<file path="config.mk">
export PLATFORM = sky130hd
export DESIGN_NAME = quadratic_probe_hash_table_core
export DESIGN_NICKNAME = d
export VERILOG_FILES = /design/src/rtl/core/qpht_pkg.sv /design/src/rtl/core/qpht_mod_unit.sv /design/src/rtl/core/quadratic_probe_hash_table_core.sv
export VERILOG_INCLUDE_DIRS = /design/src /design/src/rtl/core
export SDC_FILE = /design/constraint.sdc
export NUM_CORES = 1
export LEC_CHECK = 0
export ABC_AREA = 1
export BUFFER_PORTS_ARGS = -buffer_cell sky130_fd_sc_hd__buf_2
export CAP_MARGIN = 20
export CORE_MARGIN = 4
export CORE_UTILIZATION = 58
export CTS_BUF_LIST = sky130_fd_sc_hd__clkbuf_16
export DETAILED_ROUTE_END_ITERATION = 10
export PLACE_DENSITY = 0.72
export SETUP_SLACK_MARGIN = 0.4
export SLEW_MARGIN = 20
export SYNTH_ARGS = -nofsm -noshare
export SYNTH_HDL_FRONTEND = slang
export SYNTH_SLANG_ARGS = --single-unit
</file>
<file path="constraint.sdc">
create_clock -name i_clk -period 5.7 [get_ports i_clk]
set_input_delay 0.57 -clock i_clk [delete_from_list [all_inputs] [get_ports i_clk]]
set_output_delay 0.57 -clock i_clk [all_outputs]
set_load 0.02 [all_outputs]
</file>
<file path="src/rtl/core/quadratic_probe_hash_table_core_macros.svh">
// Assertion helpers for the hash table core.
`ifndef QUADRATIC_PROBE_HASH_TABLE_CORE_MACROS_SVH
`define QUADRATIC_PROBE_HASH_TABLE_CORE_MACROS_SVH

// Same-cycle implication, disabled while reset is asserted.
`define QPHT_ASSERT_NOW(label, clk, rst_n, ante, cons) \
    label: assert property (@(posedge clk) disable iff (!(rst_n)) (ante) |-> (cons)) \
        else $error("qpht same-cycle check failed");

// Next-cycle implication, disabled while reset is asserted.
`define QPHT_ASSERT_NEXT(label, clk, rst_n, ante, cons) \
    label: assert property (@(posedge clk) disable iff (!(rst_n)) (ante) |=> (cons)) \
        else $error("qpht next-cycle check failed");

`endif

</file>
<file path="src/rtl/core/qpht_pkg.sv">
`default_nettype none
package qpht_pkg;

    localparam int TABLE_SIZE_DEF = 16;

    localparam int KEY_W    = 31;
    localparam int WORD_W   = 32;
    localparam int SLOT_W   = 8;
    localparam int STATUS_W = 3;
    localparam int OP_W     = 2;

    // Stream packing
    localparam int IN_TDATA_W  = 96;
    localparam int IN_TUSER_W  = OP_W;
    localparam int OUT_TDATA_W = 16;

    // Key residue unit: key padded to whole digits, one digit per cycle
    localparam int KEY_PAD_W  = 32;
    localparam int MOD_BITS   = 4;
    localparam int MOD_CYCLES = KEY_PAD_W / MOD_BITS;

    typedef enum logic [OP_W-1:0] {
        OP_INSERT = 2'd0,
        OP_UPDATE = 2'd1,
        OP_DELETE = 2'd2,
        OP_RSVD   = 2'd3
    } t_op;

    typedef enum logic [STATUS_W-1:0] {
        STS_INSERTED  = 3'd0,
        STS_UPDATED   = 3'd1,
        STS_DELETED   = 3'd2,
        STS_FULL      = 3'd3,
        STS_NOT_FOUND = 3'd4,
        STS_BAD       = 3'd5
    } t_status;

    typedef enum logic [2:0] {
        ST_IDLE,
        ST_HASH,
        ST_PROBE,
        ST_FINISH
    } t_state;

endpackage
`default_nettype wire

</file>
<file path="src/rtl/core/qpht_mod_unit.sv">
`default_nettype none
// Key mod TABLE_SIZE, MSB first, MOD_BITS key bits per cycle.
module qpht_mod_unit #(
    parameter int TABLE_SIZE = qpht_pkg::TABLE_SIZE_DEF
) (
    input  wire logic                          i_clk,
    input  wire logic                          i_rst_n,
    input  wire logic                          i_start,
    input  wire logic [qpht_pkg::KEY_W-1:0]    i_key,
    output logic                               o_done,
    output logic [$clog2(TABLE_SIZE)-1:0]      o_rem
);
    import qpht_pkg::*;

    localparam int RW    = $clog2(TABLE_SIZE);
    localparam int CNT_W = $clog2(MOD_CYCLES);
    localparam logic [RW:0]      N_C    = (RW+1)'(TABLE_SIZE);
    localparam logic [CNT_W-1:0] CNT_LAST = CNT_W'(MOD_CYCLES - 1);

    logic                  r_busy;
    logic                  r_done;
    logic [CNT_W-1:0]      r_cnt;
    logic [KEY_PAD_W-1:0]  r_shift;
    logic [RW-1:0]         r_rem;
    logic [RW-1:0]         n_rem;

    // one compare-subtract per key bit
    always_comb begin
        logic [RW:0] t;
        n_rem = r_rem;
        for (int j = 0; j < MOD_BITS; j++) begin
            t = {n_rem, r_shift[KEY_PAD_W-1-j]};
            if (t >= N_C) begin
                t = t - N_C;
            end
            n_rem = t[RW-1:0];
        end
    end

    always_ff @(posedge i_clk) begin
        if (!i_rst_n) begin
            r_busy <= 1'b0;
            r_done <= 1'b0;
            r_cnt  <= '0;
        end else begin
            r_done <= 1'b0;
            if (i_start) begin
                r_busy <= 1'b1;
                r_cnt  <= '0;
            end else if (r_busy) begin
                r_cnt <= r_cnt + 1'b1;
                if (r_cnt == CNT_LAST) begin
                    r_busy <= 1'b0;
                    r_done <= 1'b1;
                end
            end
        end
    end

    always_ff @(posedge i_clk) begin
        if (i_start) begin
            r_shift <= KEY_PAD_W'(i_key);
            r_rem   <= '0;
        end else if (r_busy) begin
            r_shift <= r_shift << MOD_BITS;
            r_rem   <= n_rem;
        end
    end

    assign o_done = r_done;
    assign o_rem  = r_rem;

endmodule
`default_nettype wire

</file>
<file path="src/rtl/core/quadratic_probe_hash_table_core.sv">
`default_nettype none
// Open-addressed hash table with quadratic probing. Each of TABLE_SIZE slots holds a
// 31-bit key and two 32-bit payload words; a key of zero means empty, and every slot
// is empty after reset (per-slot valid flops, no clearing pass). A request is one
// transaction on s_axis (op in tuser: insert, update, delete) and yields exactly one
// status transaction on m_axis. Probing visits (home + i*i) mod TABLE_SIZE for
// i = 0..TABLE_SIZE-1, home = key mod TABLE_SIZE. Insert takes the first empty probed
// slot without checking for duplicates; update and delete act on the first probed
// slot whose key matches. A zero key or the reserved op returns bad-key at once.
// One request at a time. A valid request is accepted, passes through the residue
// unit (4 key bits per cycle) until its done flag, then makes one registered key-memory
// read per probe, at most TABLE_SIZE probes, and then posts its result; fewer probes
// are made when an early probe hits. A bad request skips hashing and probing. The next
// request is taken while the previous result still waits in the output register.
`include "quadratic_probe_hash_table_core_macros.svh"
module quadratic_probe_hash_table_core #(
    parameter int TABLE_SIZE = qpht_pkg::TABLE_SIZE_DEF
) (
    input  wire logic                               i_clk,
    input  wire logic                               i_rst_n,
    // request
    input  wire logic                               s_axis_tvalid,
    output logic                                    s_axis_tready,
    // key[30:0], name_code[62:31], detail_code[94:63], zero fill [95]
    input  wire logic [qpht_pkg::IN_TDATA_W-1:0]    s_axis_tdata,
    // req_type[1:0]
    input  wire logic [qpht_pkg::IN_TUSER_W-1:0]    s_axis_tuser,
    // result
    output logic                                    m_axis_tvalid,
    input  wire logic                               m_axis_tready,
    // status[2:0], slot[10:3], zero fill [15:11]
    output logic [qpht_pkg::OUT_TDATA_W-1:0]        m_axis_tdata
);
    import qpht_pkg::*;

    localparam int IDX_W = $clog2(TABLE_SIZE);
    localparam logic [IDX_W:0] N_C      = (IDX_W+1)'(TABLE_SIZE);
    localparam logic [IDX_W:0] CNT_LAST = (IDX_W+1)'(TABLE_SIZE - 1);
    localparam logic [IDX_W-1:0] D_INIT = IDX_W'(1);

    // ---------------------------------------------------------------
    // request fields
    // ---------------------------------------------------------------
    logic [KEY_W-1:0]  in_key;
    logic [WORD_W-1:0] in_name;
    logic [WORD_W-1:0] in_detail;
    t_op               in_op;
    logic              in_accept;
    logic              in_bad;

    assign in_key    = s_axis_tdata[KEY_W-1:0];
    assign in_name   = s_axis_tdata[KEY_W +: WORD_W];
    assign in_detail = s_axis_tdata[KEY_W+WORD_W +: WORD_W];
    assign in_op     = t_op'(s_axis_tuser);
    assign in_accept = s_axis_tvalid && s_axis_tready;
    assign in_bad    = (in_key == '0) || (in_op == OP_RSVD);

    // ---------------------------------------------------------------
    // registers
    // ---------------------------------------------------------------
    t_state            r_state, n_state;
    t_op               r_op;
    logic [KEY_W-1:0]  r_key;
    logic [WORD_W-1:0] r_name;
    logic [WORD_W-1:0] r_detail;

    // probe walker: position, odd increment mod N, probes issued
    logic [IDX_W-1:0]  r_pos;
    logic [IDX_W-1:0]  r_inc;
    logic [IDX_W:0]    r_cnt;

    // read/compare stage
    logic              r_cmp_vld;
    logic              r_cmp_last;
    logic [IDX_W-1:0]  r_cmp_addr;
    logic [KEY_W-1:0]  r_rd_key;
    logic              r_rd_vld;

    t_status           r_status;
    logic [SLOT_W-1:0] r_slot;

    logic              r_out_vld;
    t_status           r_out_status;
    logic [SLOT_W-1:0] r_out_slot;

    // key store with per-slot valid; payload store is write-only here
    logic [KEY_W-1:0]    mem_key [TABLE_SIZE];
    logic [2*WORD_W-1:0] mem_pay [TABLE_SIZE];
    logic [TABLE_SIZE-1:0] r_key_vld;

    // ---------------------------------------------------------------
    // residue unit
    // ---------------------------------------------------------------
    logic             mod_start;
    logic             mod_done;
    logic [IDX_W-1:0] mod_rem;

    qpht_mod_unit #(
        .TABLE_SIZE (TABLE_SIZE)
    ) u_mod (
        .i_clk   (i_clk),
        .i_rst_n (i_rst_n),
        .i_start (mod_start),
        .i_key   (in_key),
        .o_done  (mod_done),
        .o_rem   (mod_rem)
    );

    // ---------------------------------------------------------------
    // compare
    // ---------------------------------------------------------------
    logic [KEY_W-1:0] eff_key;
    logic [KEY_W-1:0] want_key;
    logic             hit;
    logic             miss_end;

    assign eff_key  = r_rd_vld ? r_rd_key : '0;
    assign want_key = (r_op == OP_INSERT) ? '0 : r_key;
    assign hit      = r_cmp_vld && (eff_key == want_key);
    assign miss_end = r_cmp_vld && !hit && r_cmp_last;

    // next probe position: pos + inc, inc + 2, both mod N
    logic [IDX_W:0]   pos_sum;
    logic [IDX_W:0]   inc_sum;
    logic [IDX_W-1:0] pos_next;
    logic [IDX_W-1:0] inc_next;

    always_comb begin
        pos_sum  = {1'b0, r_pos} + {1'b0, r_inc};
        inc_sum  = {1'b0, r_inc} + (IDX_W+1)'(2);
        pos_next = (pos_sum >= N_C) ? IDX_W'(pos_sum - N_C) : pos_sum[IDX_W-1:0];
        inc_next = (inc_sum >= N_C) ? IDX_W'(inc_sum - N_C) : inc_sum[IDX_W-1:0];
    end

    // ---------------------------------------------------------------
    // sequencer: next state
    // ---------------------------------------------------------------
    logic out_free;
    assign out_free = !r_out_vld || m_axis_tready;

    always_comb begin
        n_state = r_state;
        unique case (r_state)
            ST_IDLE: begin
                if (in_accept) begin
                    n_state = in_bad ? ST_FINISH : ST_HASH;
                end
            end
            ST_HASH: begin
                if (mod_done) begin
                    n_state = ST_PROBE;
                end
            end
            ST_PROBE: begin
                if (hit || miss_end) begin
                    n_state = ST_FINISH;
                end
            end
            ST_FINISH: begin
                if (out_free) begin
                    n_state = ST_IDLE;
                end
            end
            default: n_state = ST_IDLE;
        endcase
    end

    // ---------------------------------------------------------------
    // sequencer: outputs
    // ---------------------------------------------------------------
    logic issue;
    logic wr_en;
    logic post;

    always_comb begin
        s_axis_tready = 1'b0;
        mod_start     = 1'b0;
        issue         = 1'b0;
        wr_en         = 1'b0;
        post          = 1'b0;
        unique case (r_state)
            ST_IDLE: begin
                s_axis_tready = 1'b1;
                mod_start     = s_axis_tvalid && !in_bad;
            end
            ST_HASH: begin
            end
            ST_PROBE: begin
                wr_en = hit;
                issue = !hit && !miss_end && (r_cnt != N_C);
            end
            ST_FINISH: begin
                post = out_free;
            end
            default: begin
            end
        endcase
    end

    always_ff @(posedge i_clk) begin
        if (!i_rst_n) begin
            r_state <= ST_IDLE;
        end else begin
            r_state <= n_state;
        end
    end

    // ---------------------------------------------------------------
    // request latch, walker, status
    // ---------------------------------------------------------------
    always_ff @(posedge i_clk) begin
        if (in_accept) begin
            r_op     <= in_op;
            r_key    <= in_key;
            r_name   <= in_name;
            r_detail <= in_detail;
        end
        if (r_state == ST_HASH && mod_done) begin
            r_pos <= mod_rem;
            r_inc <= D_INIT;
            r_cnt <= '0;
        end else if (issue) begin
            r_pos <= pos_next;
            r_inc <= inc_next;
            r_cnt <= r_cnt + 1'b1;
        end
        if (issue) begin
            r_cmp_addr <= r_pos;
            r_cmp_last <= (r_cnt == CNT_LAST);
            r_rd_key   <= mem_key[r_pos];
            r_rd_vld   <= r_key_vld[r_pos];
        end
        priority if (in_accept && in_bad) begin
            r_status <= STS_BAD;
            r_slot   <= '0;
        end else if (r_state == ST_PROBE && hit) begin
            r_slot <= SLOT_W'(r_cmp_addr);
            unique case (r_op)
                OP_INSERT: r_status <= STS_INSERTED;
                OP_UPDATE: r_status <= STS_UPDATED;
                OP_DELETE: r_status <= STS_DELETED;
                default:   r_status <= STS_BAD;
            endcase
        end else if (r_state == ST_PROBE && miss_end) begin
            r_slot   <= '0;
            r_status <= (r_op == OP_INSERT) ? STS_FULL : STS_NOT_FOUND;
        end
        if (post) begin
            r_out_status <= r_status;
            r_out_slot   <= r_slot;
        end
    end

    always_ff @(posedge i_clk) begin
        if (!i_rst_n) begin
            r_cmp_vld <= 1'b0;
            r_out_vld <= 1'b0;
        end else begin
            r_cmp_vld <= issue;
            if (post) begin
                r_out_vld <= 1'b1;
            end else if (m_axis_tready) begin
                r_out_vld <= 1'b0;
            end
        end
    end

    // ---------------------------------------------------------------
    // table stores
    // ---------------------------------------------------------------
    always_ff @(posedge i_clk) begin
        if (wr_en) begin
            if (r_op == OP_INSERT) begin
                mem_key[r_cmp_addr] <= r_key;
            end
            if (r_op == OP_DELETE) begin
                mem_pay[r_cmp_addr] <= '0;
            end else begin
                mem_pay[r_cmp_addr] <= {r_detail, r_name};
            end
        end
    end

    always_ff @(posedge i_clk) begin
        if (!i_rst_n) begin
            r_key_vld <= '0;
        end else if (wr_en) begin
            if (r_op == OP_INSERT) begin
                r_key_vld[r_cmp_addr] <= 1'b1;
            end else if (r_op == OP_DELETE) begin
                r_key_vld[r_cmp_addr] <= 1'b0;
            end
        end
    end

    // ---------------------------------------------------------------
    // result port
    // ---------------------------------------------------------------
    assign m_axis_tvalid = r_out_vld;
    assign m_axis_tdata  = {(OUT_TDATA_W-STATUS_W-SLOT_W)'(0), r_out_slot, r_out_status};

    // ---------------------------------------------------------------
    // checks
    // ---------------------------------------------------------------
    logic bad_accept;
    logic out_no_slot;
    logic bad_posted;

    assign bad_accept  = in_accept && in_bad;
    assign bad_posted  = (r_state == ST_FINISH) && (r_status == STS_BAD);
    assign out_no_slot = m_axis_tvalid && (r_out_status == STS_FULL ||
                         r_out_status == STS_NOT_FOUND || r_out_status == STS_BAD);

    `QPHT_ASSERT_NEXT(a_bad_req_status, i_clk, i_rst_n, bad_accept, bad_posted)
    `QPHT_ASSERT_NOW(a_fail_slot_zero, i_clk, i_rst_n, out_no_slot, r_out_slot == '0)
    `QPHT_ASSERT_NOW(a_cmp_only_probing, i_clk, i_rst_n, r_cmp_vld, r_state == ST_PROBE)

endmodule
`default_nettype wire
</file>
==> flow_metrics.tcl <==
set metrics [dict create \
    status "completed" \
    grt_pass1_vias 17369 \
    crit_required_ps 5950 \
    maxCapViolations 0 \
    yosysTopAreaCellShare_pct 67.39 \
    grt.overflow.total 0 \
    netlist_area_mm2 0.02709 \
    cts.sinks 653 \
    cts_root_buffer "clkbuf_16" \
    cts_max_path_buffers 3 \
    yosys-top-cells-area "edfxtp_1, nand2_1, o21ai_0, nor2_1, o221ai_1" \
    netlist_instances 2361 \
    dpl_worst_slack_ps 1135 \
    tightest_slew_ps 1158 \
    utilization_pct 65.38 \
    crit_path_max_incr_delay_ps 790 \
    crit_buf_inv 3 \
    grt_usage_pct 25.99 \
    ant_nets 0 \
    drc 0 \
    ys_async_sr_fraction_pct 0 \
    slowest_stage "nor2_2" \
    wl_per_cell_um 21.86 \
    drv_slew 0 \
    fmaxAchievable_mhz 213.5 \
    cts_tree "built" \
    grt_pass1_wl_mm 100.4 \
    synth_area_per_cell_um2 11.48 \
    critical_path.endpoint_type "flop" \
    fin_nets 2492 \
    cts_made_buffers 66 \
    cts-resized-gates 0 \
    die_w_um 224.1 \
    layout-drive-gt1-share_pct 8.168 \
    initial_utilization_pct 59.19 \
    drt-total-wl_mm 66.09 \
    cp-start-kind "flop" \
    port_buffers 45 \
    rsz0062_at_grt "false" \
    core_area_mm2 0.04577 \
    finalWorstSetupSlack_ps 1017 \
    synth-main-ff-cell "edfxtp_1" \
    relSlewSlack_pct 22.77 \
    fin_skew_ps 20.68 \
    io_pins 120 \
    rows 78 \
    antenna_found_initial 0 \
    synth_largest_area_cell "edfxtp_1" \
    fin_setup_tns_ps 0 \
    crit_arrival_ps 4930 \
    fin_hold_ws_ps 169.6 \
    cts-hold-fix-buffers 0 \
    clkTransAtPathRegs_ps 60 \
    critPathMaxFanout 20 \
    final-setup-viol-count 0 \
    drt-initial-drc-count 2367 \
    crit_chain "nor2_2 > nor2_1 > nand2_1 > nand2_1 > nor2_1 > nand2_1 > nor2_1 > nand2_1 > nor2_1 > buf_4 > nand2_1 > nor2_2 > nand2_1 > inv_2 > buf_4" \
    post-route-min-period_ps 4683 \
    finalCritPeriodShare_pct 82.16 \
    insertion_delay_ps 600 \
    synth_edf_count 608 \
    synth.distinct_cells 32 \
    p_leak_nw 10.91 \
    areaGrowthSynthToFinish_pct 10.46 \
    grt_max_degree 141 \
    dp_hpwl_mm 36.80 \
    crit_path_frequent_cell "nand2_1" \
    synth.ff_latch_count 653 \
    yosysSeqAreaShare_pct 70.71 \
    post_cts_buffers 0 \
    first_pass_iters 5 \
    diodes 0 \
    dieHeight_um 224.1 \
    crit_family "simple AND/OR/NAND/NOR gates" \
    h-tree-depth 3 \
    hold_viol_final 0 \
    instances_no_fill 3024 \
    num_vias 18350 \
    hp-class "primary input to flop" \
    ys_warn_count 0 \
    p_per_area_mw_per_mm2 465.4 \
    vdd_drop_max_v 0.0005763 \
    critPathKind "flop to flop" \
    gp_congestion 0.9037 \
    die-area_mm2 0.05023 \
    viasPerCell 6.068 \
    place_inst 2909 \
]
logic make-up (layout without fill, tap and decap cells):
kind of cell / Yosys count / count (layout) / share of synthesized area (%)
adder cells (fa/ha/maj): 13 / 13 / 0.6280
flip-flops: 653 / 653 / 70.71
other: 1 / 9 / 0.01384
XOR/XNOR: 7 / 7 / 0.2263
buffers and inverters: 294 / 349 / 4.392
AO/OA/AOI/OAI: 479 / 479 / 10.64
AND/OR/NAND/NOR: 914 / 914 / 13.39
area by class of cell:
class / count / area, um^2
Tap cell: 600 / 750.7
Clock inverter: 46 / 340.3
Multi-Input combinational cell: 1422 / 6809
Sequential cell: 653 / 19160
Clock buffer: 69 / 1727
Fill cell: 3285 / 15840
Inverter: 153 / 584.3
Timing Repair Buffer: 81 / 558.0
cells in the final DEF, fill, tap and decap left out, drive strengths merged, types with 32 or more instances in the layout:
cell,count
o221ai,104
nor2,381
nand2,423
a21oi,32
dfxtp,45
buf,81
nand3,69
inv,168
o21ai,293
nand4,34
edfxtp,608
clkbuf,69
stage by stage:
stage                     power, mW  cell area (um^2)
after CTS                     13.93             29930
after detailed placement      9.798             27860
after global placement        9.661             27860
after floorplan               8.690             27120
final                         13.93             29930
after global routing          14.61             29930
worst register-to-register path, delay by kind of cell (launching register included):
kind,cells,cell delay (ps)
DFF,1,590
buffers and inverters,3,1220
and+or+nand+nor,12,2540
routing by layer:
layer | up-vias | track usage (%) | share of wire (%)
met2 | 934 | 40.44 | 46
met1 | 8865 | 36.90 | 41
met5 | - | 0 | 0
met3 | 152 | 4.953 | 9.0
li1 | 8399 | - | -
met4 | 0 | 10.10 | 3.8
final timing paths:
check	from	to	slack, ps	cells past startpoint
max	r_op[1]	mem_key[10][14]	1020	15
min	s_axis_tdata[5]	r_key[5]	170	1
max reg2reg	r_op[1]	mem_key[10][14]	1020	15
min reg2reg	r_slot[1]	r_out_slot[1]	430	0
report_power, final:
| group | switching [mW] | internal, mW | total, mW |
|---|---|---|---|
| sequential | 0.420 | 5.94 | 6.36 |
| clock | 1.74 | 2.41 | 4.16 |
| combinational | 2.41 | 0.998 | 3.41 |
sequential cells by signal (all words and copies together), names as in the netlist, named ones only:
name and cells:
r_status 3, r_rd_key 31, r_rd_vld 1, r_cmp_last 1
u_mod.o_done 1, r_out_slot 4, r_state 2, r_inc 3
r_op 2, m_axis_tvalid 1, u_mod.r_cnt 3, r_cnt 5
r_out_status 3, mem_key 496, r_slot 4, r_pos 4
u_mod.r_busy 1, r_key 31, u_mod.r_shift 32, r_cmp_addr 4
r_cmp_vld 1, u_mod.o_rem 4
synth_stat cells (2+ instances only):
| cell type | instances |
|---|---|
| clkinv_1 | 4 |
| o22ai_1 | 25 |
| nor3_1 | 3 |
| clkbuf_1 | 111 |
| ha_1 | 12 |
| nor2_2 | 2 |
| buf_6 | 3 |
| nor2_1 | 379 |
| dfxtp_1 | 45 |
| nand2_1 | 422 |
| inv_1 | 147 |
| o221ai_1 | 104 |
| buf_2 | 7 |
| o21ai_0 | 292 |
| buf_4 | 14 |
| edfxtp_1 | 608 |
| buf_1 | 6 |
| a21oi_1 | 32 |
| xor2_1 | 6 |
| nor4_1 | 3 |
| nand4_1 | 34 |
| nand3_1 | 69 |
| o211ai_1 | 24 |
(Power assumes the default switching activity.)
